===== config.mk =====
export PLATFORM = sky130hd
export DESIGN_NAME = sorted_sleep_timer_queue
export DESIGN_NICKNAME = d
export VERILOG_FILES = /design/src/rtl/core/sstq_pkg.sv /design/src/rtl/core/sorted_sleep_timer_queue.sv /design/src/rtl/core/sstq_cell.sv
export SDC_FILE = /design/constraint.sdc
export NUM_CORES = 2
export LEC_CHECK = 0
export ABC_AREA = 1
export BUFFER_PORTS_ARGS = -buffer_cell sky130_fd_sc_hd__buf_2
export CAP_MARGIN = 20
export CORE_MARGIN = 5
export CORE_UTILIZATION = 24
export DETAILED_ROUTE_END_ITERATION = 12
export GPL_ROUTABILITY_DRIVEN = 0
export PLACE_DENSITY_LB_ADDON = 0.12
export SYNTH_ARGS = -nofsm -noshare
export SYNTH_HDL_FRONTEND = slang
export SYNTH_SLANG_ARGS = --single-unit
export TNS_END_PERCENT = 30

===== constraint.sdc =====
create_clock -name clk -period 10.44 [get_ports clk]
set_input_delay 3.132 -clock clk [delete_from_list [all_inputs] [get_ports clk]]
set_output_delay 3.132 -clock clk [all_outputs]
set_load 0.005 [all_outputs]

===== src/rtl/core/sstq_pkg.sv =====
// Shared types, constants and helpers for the sorted sleep timer queue.
// Used by the queue cell and by the top level; depends on nothing.
package sstq_pkg;

	localparam int MAX_TASKS = 16;
	localparam int TICK_BITS = 32;
	localparam int ID_BITS   = 4;
	localparam int CNT_BITS  = $clog2(MAX_TASKS + 1);

	// Input operation codes.
	localparam logic OP_TICK  = 1'b0;
	localparam logic OP_SLEEP = 1'b1;

	// Result kind codes.
	localparam logic KIND_SLEEP = 1'b0;
	localparam logic KIND_TICK  = 1'b1;

	// Answer to a sleep request.
	typedef enum logic [1:0] {
		ST_ACCEPTED = 2'd0,
		ST_IGNORED  = 2'd1,
		ST_SLEEPING = 2'd2
	} status_t;

	// Controller states.
	typedef enum logic [1:0] {
		S_IDLE,
		S_SLEEP,
		S_TICK
	} state_t;

	// One queue slot as it moves between neighboring cells.
	typedef struct packed {
		logic                 valid;
		logic [ID_BITS-1:0]   task_id;
		logic [TICK_BITS-1:0] wake;
	} entry_t;

	// Command broadcast to every cell of the chain.
	typedef struct packed {
		logic insert;
		logic pop;
	} cell_cmd_t;

	// A wake tick is due once the wrap-aware difference is zero or positive.
	function automatic logic is_due(input logic [TICK_BITS-1:0] now,
		input logic [TICK_BITS-1:0] wake);
		logic [TICK_BITS-1:0] diff;
		diff = now - wake;
		return ~diff[TICK_BITS-1];
	endfunction

endpackage


===== src/rtl/core/sorted_sleep_timer_queue.sv =====
// Sorted sleep timer queue: tick counter plus a chain of cells kept sorted by wake tick.
// A sleep item is worked in S_SLEEP; a tick item stays in S_TICK while the head and the next entry are both due.
// Each result is registered and shows in the cycle after its cycle of work, for one cycle only;
// the receiver cannot stall, and no new item is accepted while busy.
// The chain inserts or pops one entry per cycle.
// Reset clears the counter, the fill count and every cell's valid flag at once.
module sorted_sleep_timer_queue (
	input  logic                           clk,
	input  logic                           arst_n,
	input  logic                           start,
	output logic                           busy,
	input  logic                           op,
	input  logic [sstq_pkg::ID_BITS-1:0]   task_id,
	input  logic                           is_running,
	input  logic [sstq_pkg::TICK_BITS-1:0] sleep_ticks,
	output logic                           result_valid,
	output logic                           kind,
	output logic [1:0]                     status,
	output logic                           woken_valid,
	output logic [sstq_pkg::ID_BITS-1:0]   woken_task,
	output logic                           last
);

	localparam int N = sstq_pkg::MAX_TASKS;

	sstq_pkg::state_t  state_q, state_d;
	logic [sstq_pkg::TICK_BITS-1:0] tick_q;
	logic [sstq_pkg::CNT_BITS-1:0]  count_q, count_d;

	logic [sstq_pkg::ID_BITS-1:0]   req_task_q;
	logic                           req_ok_q;
	logic [sstq_pkg::TICK_BITS-1:0] req_wake_q;

	sstq_pkg::cell_cmd_t cmd;
	sstq_pkg::entry_t    cell_ent [N];
	logic [N-1:0]        cell_shift;
	logic [N-1:0]        cell_match;
	logic [N-1:0]        cell_valid;
	logic                accept;
	logic                full;
	logic                head_due;
	logic                next_due;

	logic                       res_valid_d, res_kind_d, res_woken_d, res_last_d;
	sstq_pkg::status_t          res_status_d;
	logic [sstq_pkg::ID_BITS-1:0] res_task_d;

	assign busy     = (state_q != sstq_pkg::S_IDLE);
	assign accept   = start && !busy;
	assign full     = (count_q == sstq_pkg::CNT_BITS'(N));
	assign head_due = cell_ent[0].valid && sstq_pkg::is_due(tick_q, cell_ent[0].wake);
	assign next_due = cell_ent[1].valid && sstq_pkg::is_due(tick_q, cell_ent[1].wake);

	// Chain of cells; the first sees an always-valid left neighbor, the last an empty right one.
	for (genvar i = 0; i < N; i++) begin : g_cell
		sstq_pkg::entry_t left_ent;
		sstq_pkg::entry_t right_ent;
		logic             left_sh;

		if (i == 0) begin : g_first
			assign left_ent = '{valid: 1'b1, task_id: '0, wake: '0};
			assign left_sh  = 1'b0;
		end else begin : g_mid
			assign left_ent = cell_ent[i-1];
			assign left_sh  = cell_shift[i-1];
		end
		if (i == N - 1) begin : g_last
			assign right_ent = '{valid: 1'b0, task_id: '0, wake: '0};
		end else begin : g_inner
			assign right_ent = cell_ent[i+1];
		end

		sstq_cell u_cell (
			.clk        (clk),
			.arst_n     (arst_n),
			.cmd        (cmd),
			.new_task   (req_task_q),
			.new_wake   (req_wake_q),
			.left       (left_ent),
			.left_shift (left_sh),
			.right      (right_ent),
			.ent        (cell_ent[i]),
			.shift_out  (cell_shift[i]),
			.match      (cell_match[i])
		);
		assign cell_valid[i] = cell_ent[i].valid;
	end

	// Next state.
	always_comb begin
		state_d = state_q;
		case (state_q)
			sstq_pkg::S_IDLE: begin
				if (accept) begin
					state_d = (op == sstq_pkg::OP_SLEEP) ? sstq_pkg::S_SLEEP : sstq_pkg::S_TICK;
				end
			end
			sstq_pkg::S_SLEEP: state_d = sstq_pkg::S_IDLE;
			sstq_pkg::S_TICK: begin
				if (!head_due || !next_due) begin
					state_d = sstq_pkg::S_IDLE;
				end
			end
			default: state_d = sstq_pkg::S_IDLE;
		endcase
	end

	// Cell commands, fill count and the result of this cycle of work.
	always_comb begin
		cmd          = '0;
		count_d      = count_q;
		res_valid_d  = 1'b0;
		res_kind_d   = sstq_pkg::KIND_SLEEP;
		res_status_d = sstq_pkg::ST_ACCEPTED;
		res_woken_d  = 1'b0;
		res_task_d   = '0;
		res_last_d   = 1'b1;
		case (state_q)
			sstq_pkg::S_SLEEP: begin
				res_valid_d = 1'b1;
				if (!req_ok_q) begin
					res_status_d = sstq_pkg::ST_IGNORED;
				end else if (|cell_match) begin
					res_status_d = sstq_pkg::ST_SLEEPING;
				end else if (full) begin
					res_status_d = sstq_pkg::ST_IGNORED;
				end else begin
					cmd.insert = 1'b1;
					count_d    = count_q + 1'b1;
				end
			end
			sstq_pkg::S_TICK: begin
				res_valid_d = 1'b1;
				res_kind_d  = sstq_pkg::KIND_TICK;
				if (head_due) begin
					cmd.pop     = 1'b1;
					count_d     = count_q - 1'b1;
					res_woken_d = 1'b1;
					res_task_d  = cell_ent[0].task_id;
					res_last_d  = !next_due;
				end
			end
			default: ;
		endcase
	end

	// Control registers.
	always_ff @(posedge clk or negedge arst_n) begin
		if (!arst_n) begin
			state_q      <= sstq_pkg::S_IDLE;
			tick_q       <= '0;
			count_q      <= '0;
			result_valid <= 1'b0;
		end else begin
			state_q      <= state_d;
			count_q      <= count_d;
			result_valid <= res_valid_d;
			if (accept && op == sstq_pkg::OP_TICK) begin
				tick_q <= tick_q + 1'b1;
			end
		end
	end

	// Captured request and registered result payload.
	always_ff @(posedge clk) begin
		if (accept) begin
			req_task_q <= task_id;
			req_ok_q   <= is_running && (sleep_ticks != '0);
			req_wake_q <= tick_q + sleep_ticks;
		end
		kind        <= res_kind_d;
		status      <= res_status_d;
		woken_valid <= res_woken_d;
		woken_task  <= res_task_d;
		last        <= res_last_d;
	end

	// The fill count tracks the valid cells and never passes the chain length.
	a_count_matches: assert property (@(posedge clk) disable iff (!arst_n)
		count_q == sstq_pkg::CNT_BITS'($countones(cell_valid)))
		else $error("fill count differs from valid cells");

	// Only a tick that wakes a task can be followed by more results.
	a_not_last_is_wake: assert property (@(posedge clk) disable iff (!arst_n)
		result_valid && !last |-> kind == sstq_pkg::KIND_TICK && woken_valid)
		else $error("non-final result without a woken task");

	// An accepted item always produces a result, after its work state and the result register.
	a_item_answered: assert property (@(posedge clk) disable iff (!arst_n)
		accept |=> ##1 result_valid)
		else $error("accepted item gave no result");

	// The head of the queue is never behind its successor.
	a_sorted_head: assert property (@(posedge clk) disable iff (!arst_n)
		cell_ent[1].valid |-> cell_ent[0].valid && cell_ent[0].wake <= cell_ent[1].wake)
		else $error("queue head out of order");

endmodule


===== src/rtl/core/sstq_cell.sv =====
// One slot of the sorted queue chain: holds an entry and trades it with its neighbors.
// Depends on sstq_pkg for the entry and command types.
module sstq_cell (
	input  logic                          clk,
	input  logic                          arst_n,
	input  sstq_pkg::cell_cmd_t           cmd,
	input  logic [sstq_pkg::ID_BITS-1:0]  new_task,
	input  logic [sstq_pkg::TICK_BITS-1:0] new_wake,
	input  sstq_pkg::entry_t              left,
	input  logic                          left_shift,
	input  sstq_pkg::entry_t              right,
	output sstq_pkg::entry_t              ent,
	output logic                          shift_out,
	output logic                          match
);

	logic                           valid_q;
	logic [sstq_pkg::ID_BITS-1:0]   task_q;
	logic [sstq_pkg::TICK_BITS-1:0] wake_q;
	sstq_pkg::entry_t               cur;
	sstq_pkg::entry_t               ent_d;
	logic                           later;

	assign cur = '{valid: valid_q, task_id: task_q, wake: wake_q};

	// This entry wakes strictly after the new one, so it moves one slot right.
	assign later     = cur.valid && (cur.wake > new_wake);
	assign shift_out = later;
	assign match     = cur.valid && (cur.task_id == new_task);
	assign ent       = cur;

	// Next contents: shift right on insert, take the new entry at the slot, shift left on pop.
	always_comb begin
		ent_d = cur;
		if (cmd.insert) begin
			if (left_shift) begin
				ent_d = left;
			end else if (left.valid && (!cur.valid || later)) begin
				ent_d.valid   = 1'b1;
				ent_d.task_id = new_task;
				ent_d.wake    = new_wake;
			end
		end else if (cmd.pop) begin
			ent_d = right;
		end
	end

	// The valid flag is control state and is cleared by reset.
	always_ff @(posedge clk or negedge arst_n) begin
		if (!arst_n) begin
			valid_q <= 1'b0;
		end else begin
			valid_q <= ent_d.valid;
		end
	end

	// Payload needs no reset.
	always_ff @(posedge clk) begin
		task_q <= ent_d.task_id;
		wake_q <= ent_d.wake;
	end

endmodule

# After elaboration in Yosys (flattened, before gate mapping)
# Index checks and enable logic that the tools add are counted.
[op_classes] add_sub_neg=6 n_eq_ne=41 order_cmp=16 reduce_logical=115 bitwise_logic=3 mux=83
[op_table] op="$mux W37" n=63
[op_table] op="$gt A32 B32 Y1" n=16
[op_table] op="$eq A4 B4 Y1" n=16
[op_table] op="$sub A32 B32 Y32" n=2
[op_table] op="$logic_and A1 B1 Y1" n=52
[op_table] op="$ne A3 B1 Y1 const B" n=15
[op_table] op="$reduce_and A2 Y1" n=19
[op_table] op="$add A32 B1 Y32 const B" n=1
[op_table] op="$add A32 B32 Y32" n=1
[op_table] op="$reduce_bool A32 Y1" n=1
[op_table] op="$mux W5" n=4
[op_table] op="$logic_not A1 Y1" n=19
[op_table] op="$logic_or A1 B1 Y1" n=17
[op_table] op="$reduce_or A16 Y1" n=1
[op_table] op="$ne A2 B2 Y1 const B" n=6
[op_table] op="$mux W1" n=10
[op_table] op="$pmux W5 S2" n=1
[op_table] op="$mux W2" n=4
[op_table] op="$reduce_bool A2 Y1" n=3
[op_table] op="$add A5 B1 Y5 const B" n=1
[op_table] op="$eq A5 B5 Y1 const B" n=1
[op_table] op="$reduce_and A5 Y1" n=1
[op_table] op="$sub A5 B1 Y5 const B" n=1
[op_table] op="$pmux W2 S2" n=1
[op_table] op="other kinds (6)" n=8
[totals] out_inout_bits=11 regBits=678 wordCells=325

# Depth between registers and ports, before layout
[logic_depth] ltp_word=8 depth_mapped=21 depth_no_buf=20

# Modules after synthesis
# Synthesis repeated with hierarchy kept, for this count alone.
[hier_totals] hier_cells=6727 hier_area_um2=51535.7
[modules_own_cells] mod="sstq_cell" instances=16 seq_area_each_um2=1106.1 area_each_um2=2781.4 cells_per_inst=364
[modules_own_cells] mod="sorted_sleep_timer_queue" instances=1 seq_area_each_um2=2292.2 area_each_um2=7033.0 cells_per_inst=903

# Least setup slack after synthesis
# Ideal clock, no wire load.
[synth_timing] path_type="input port to flip-flop" startpoint="input port sleep_ticks[0] in the netlist's numbering" endpoint="register req_wake_q[24] in the netlist's numbering, data pin" cell_stages=11 t_required_ns=10.181 t_arrival_ns=4.870 path_slack_ns=5.311 cell_sequence="ha_1 -> inv_1 -> fa_1 -> o21ai_0 -> a21oi_1 -> o21ai_0 -> nand2_1 -> nand2_1 -> nor2_1 -> o211ai_1 -> nand2_1"
[synth_via] elab_chain_len=1
[synth_lines] element="start: declaration" line="sorted_sleep_timer_queue.sv:15" rtl="input logic [sstq_pkg::TICK_BITS-1:0] sleep_ticks,"
[synth_lines] element="$add A32 B32 Y32" line="sorted_sleep_timer_queue.sv:169" rtl="req_wake_q <= tick_q + sleep_ticks;"
[synth_lines] element="end signal: assignment" line="sorted_sleep_timer_queue.sv:169"
[synth_lines] element="end: declaration" line="sorted_sleep_timer_queue.sv:32" rtl="logic [sstq_pkg::TICK_BITS-1:0] req_wake_q;"
# No other way between the ends.
# A chain may end at the register's enable or synchronous reset.

==> metrics.csv <==
stage,metric,value,unit
sta,Rel. slew slack,23.4,%
run_status,outcome,finished clean,
worst_setup_path,critical path class,flip-flop to flip-flop,
worst_setup_path,WP data arrival,6.51,ns
pwr,switch share,41.2,%
sta,final setup vio count,0,
clock_network,post-cts sizing count,0,
layout,Area Growth Syn to Fin,11.5,%
synth,Post-synth top cells,"nand2_1, o21ai_0, edfxtp_1",
route,routed vias,42400,
clock_network,Clock Sinks,678,
route,"wirelength, routed",178000,µm
die,initial core utilization,24.0,%
clock_network,CTS H-tree lvls,3,
die,Core ar.,0.207,mm²
global_routing,initial antenna violation count,0,
sta,final critical-path share of the clock period,57.2,%
route,WL/cell,20.2,µm
sta,skew final,0.0266,ns
synth,top post-synthesis cells by area,"edfxtp_1, ha_1, nand2_1, o21ai_0, o21ai_1",
synth,"count leader, synth",nand2_1,
clock_network,hold_buf cts,0,
clock_network,CTS Buf Count,93,
pwr,Psw,4.68,mW
synth,Mapped Area,0.0497,mm²
synth,Post-synth EDFFs,613,
die,Die Y,465,µm
pwr,VDD IR max,0.114,mV
worst_hold_path,Hold Path Stages,2,
pwr,combinational power share,35.0,%
worst_setup_path,Crit path top cell by count,nand2_1,
worst_hold_path,Hold Path Class,flip-flop to flip-flop,
pwr,part of the power in registers,37.7,%
pwr,clock share of power,27.2,%
placed_design,placed inst area,0.0526,mm²
worst_setup_path,critical-path maximum fanout,134,
die,Die Span X,465,µm
synth,register area share after synthesis,40.2,%
pwr,PD cells,205,mW/mm²
layout,fraction of layout cells with a size suffix above 1,5.06,%
worst_setup_path,Crit-path slowest cell,edfxtp_1,
global_routing,first-pass GRT wire length,271000,µm
sta,fin. max-slew vios,0,
sta,Post-Route Setup TNS,0,ns
synth,"Top FF cell, synth",edfxtp_1,
sta,Worst Tran Pin Value,1.15,ns
layout,fin util,26.8,%
worst_setup_path,crit path cell chain,inv_2 -> nand2_1 -> nand2_1 -> nor2_1 -> nand3_1 -> nand2_1 -> nor2_1 -> nand2_1 -> nor2_1 -> nand2_8 -> buf_12 -> buf_4 -> buf_4 -> a21oi_1 -> a21oi_1,
worst_setup_path,FF-to-FF setup slack,4.47,ns
synth,Ys Warns,0,
synth,Yosys reg bits,678,
worst_setup_path,element type at the critical path end,flip-flop,
placed_design,Port Buffers,51,
worst_hold_path,WHS Endpoint,state_q[1]$_DFFE_PN0P_,
die,die area,0.216,mm²
die,FP Rows,167,
clock_network,CTS tree,yes,
synth,Avg Inst Size Synth,8.14,µm²
synth,Synth area leader,edfxtp_1,
route,DR iter-0 viols,2685,
flow_run,maxcap violations,0,
layout,# nets final,6691,
clock_network,root buf cell,clkbuf_16,
clock_network,Clock Path Buffers,3,
pwr,P_leak,23.0,nW
worst_hold_path,HP Start,state_q[1]$_DFFE_PN0P_,
die,IO Count,52,
layout,finished layout cell area,0.0554,mm²
synth,Syn Nets,6761,
global_routing,vias in the first global route,42500,
clock_network,"Clk Latency, worst-skew pair",0.70,ns
global_routing,largest net degree at the start of global routing,199,
route,Antenna Violating Nets Remaining,0,
sta,achievable clock frequency,0.167,GHz
sta,Final Hold Viols,0,
synth,Synth Instances,6108,
clock_network,"Reg clk slew, reported paths",0.06,ns
synth,Cell variety after synth,46,
clock_network,Post-CTS Setup Bufs,0,
placed_design,HPWL after detailed placement,134000,µm
route,DRC Markers,0,
route,Initial DRT Pass Iterations,6,
layout,antenna diode count,0,
worst_setup_path,reg2reg end,g_cell[11].u_cell.wake_q[9]$_DFFE_PP_,
route,Vias/cell,4.81,
global_routing,total gr overflow,0,
sta,RSZ-0062 raised after global routing,no,
worst_setup_path,"slowest stage delay, CP",1.11,ns
worst_setup_path,WP data required,10.98,ns
synth,Async SR Flop Fraction,8.26,%
worst_setup_path,Worst R2R Path Depth,15,
pwr,Internal Power,6.68,mW
worst_setup_path,crit start category,flip-flop,
synth,top cell type's share of synthesized area,37.0,%
sta,minimum clock period,5.97,ns
worst_setup_path,Reg2Reg Launch Point,req_task_q[3]$_DFFE_PP_,
global_routing,GRT Overall Usage,16.0,%
[power groups by stage]
| stage | combinational, mW | clock (mW) | sequential [mW] |
|---|---|---|---|
| floorplan | 2.81 | 0 | 4.03 |
| global placement | 3.99 | 0 | 4.34 |
| detailed placement | 4.04 | 0 | 4.34 |
| CTS | 4.06 | 3.21 | 4.29 |
| global route | 4.57 | 3.31 | 4.36 |
| finish | 3.98 | 3.10 | 4.29 |
[sequential cells by signal, summed over array words and instances (netlist names), 4 cells and up]
name / cells
woken_task: 4
g_cell.u_cell.valid_q: 16
g_cell.u_cell.wake_q: 512
tick_q: 32
req_wake_q: 32
g_cell.u_cell.task_q: 64
req_task_q: 4
count_q: 5
[worst max path at each step]
stage / cells past startpoint / start / endpoint
after floorplan: 11 / sleep_ticks[0] / req_wake_q[24]$_DFFE_PP_
after global placement: 12 / sleep_ticks[0] / req_wake_q[24]$_DFFE_PP_
after detailed placement: 12 / sleep_ticks[0] / req_wake_q[24]$_DFFE_PP_
after CTS: 15 / req_task_q[3]$_DFFE_PP_ / g_cell[11].u_cell.wake_q[9]$_DFFE_PP_
after global routing: 15 / req_task_q[3]$_DFFE_PP_ / g_cell[11].u_cell.wake_q[13]$_DFFE_PP_
final: 15 / req_task_q[3]$_DFFE_PP_ / g_cell[11].u_cell.wake_q[9]$_DFFE_PP_
[final cells by class]
type	count	area [µm²]
inverter	375	1410
clock inverter	34	229
tap	2704	3380
multi-input combinational	4727	26700
clock buffer	132	2580
sequential	678	20000
timing repair buffer	163	1130
fill	22200	151000
[cells in the final DEF, fill, tap and decap left out, drive strengths merged, types with 5 or more instances in the layout]
master,netlist,layout
o21a,26,26
ha,610,610
nand4,65,65
xnor2,30,30
nand3,88,88
clkinv,3,32
dfrtp,56,56
o21ai,1102,1102
nor4,12,12
o22ai,5,5
edfxtp,613,613
a21oi,403,403
clkbuf,210,132
a31oi,6,6
nand2,1469,1469
a21o,33,33
buf,118,163
dfxtp,9,9
nor3,455,455
xor2,45,45
inv,372,375
nor2,351,351
[worst max-delay path, delay by kind of cell (launching register included)]
kind,cells,cell delay [ns]
AND/OR/NAND/NOR,9,1.49
buffers and inverters,4,2.57
flip-flops,1,1.11
AO/OA/AOI/OAI,2,0.27
[cells by family (layout without fill, tap and decap cells)]
kind of cell,Yosys count,count (layout),share of synthesized area [%]
adder cells (fa/ha/maj),612,612,15.4
flip-flops,678,678,40.2
buffers and inverters,703,704,6.25
XOR/XNOR,75,75,1.32
AO/OA/AOI/OAI,1586,1586,16.4
AND/OR/NAND/NOR,2454,2454,20.4
[stage by stage]
step | cells | power (mW) | worst slack (ns) | hold slack [ns]
final | 8813 | 11.4 | 4.47 | 0.503
after global routing | 8813 | 12.2 | 4.23 | 0.524
after CTS | 8813 | 11.6 | 4.57 | 0.506
after detailed placement | 8647 | 8.38 | 4.52 | 0.492
after global placement | 8647 | 8.33 | 4.55 | 0.492
after floorplan | 6108 | 6.84 | 5.31 | 0.464
[layer usage]
layer | track usage [%] | vias up | wire, µm
met4 | 4.36 | 0 | 4460
met2 | 26.9 | 774 | 82500
met5 | 0 | - | 0
met3 | 1.55 | 178 | 6110
met1 | 21.9 | 20200 | 84700
li1 | - | 21200 | -
(Power assumes the default switching activity.)
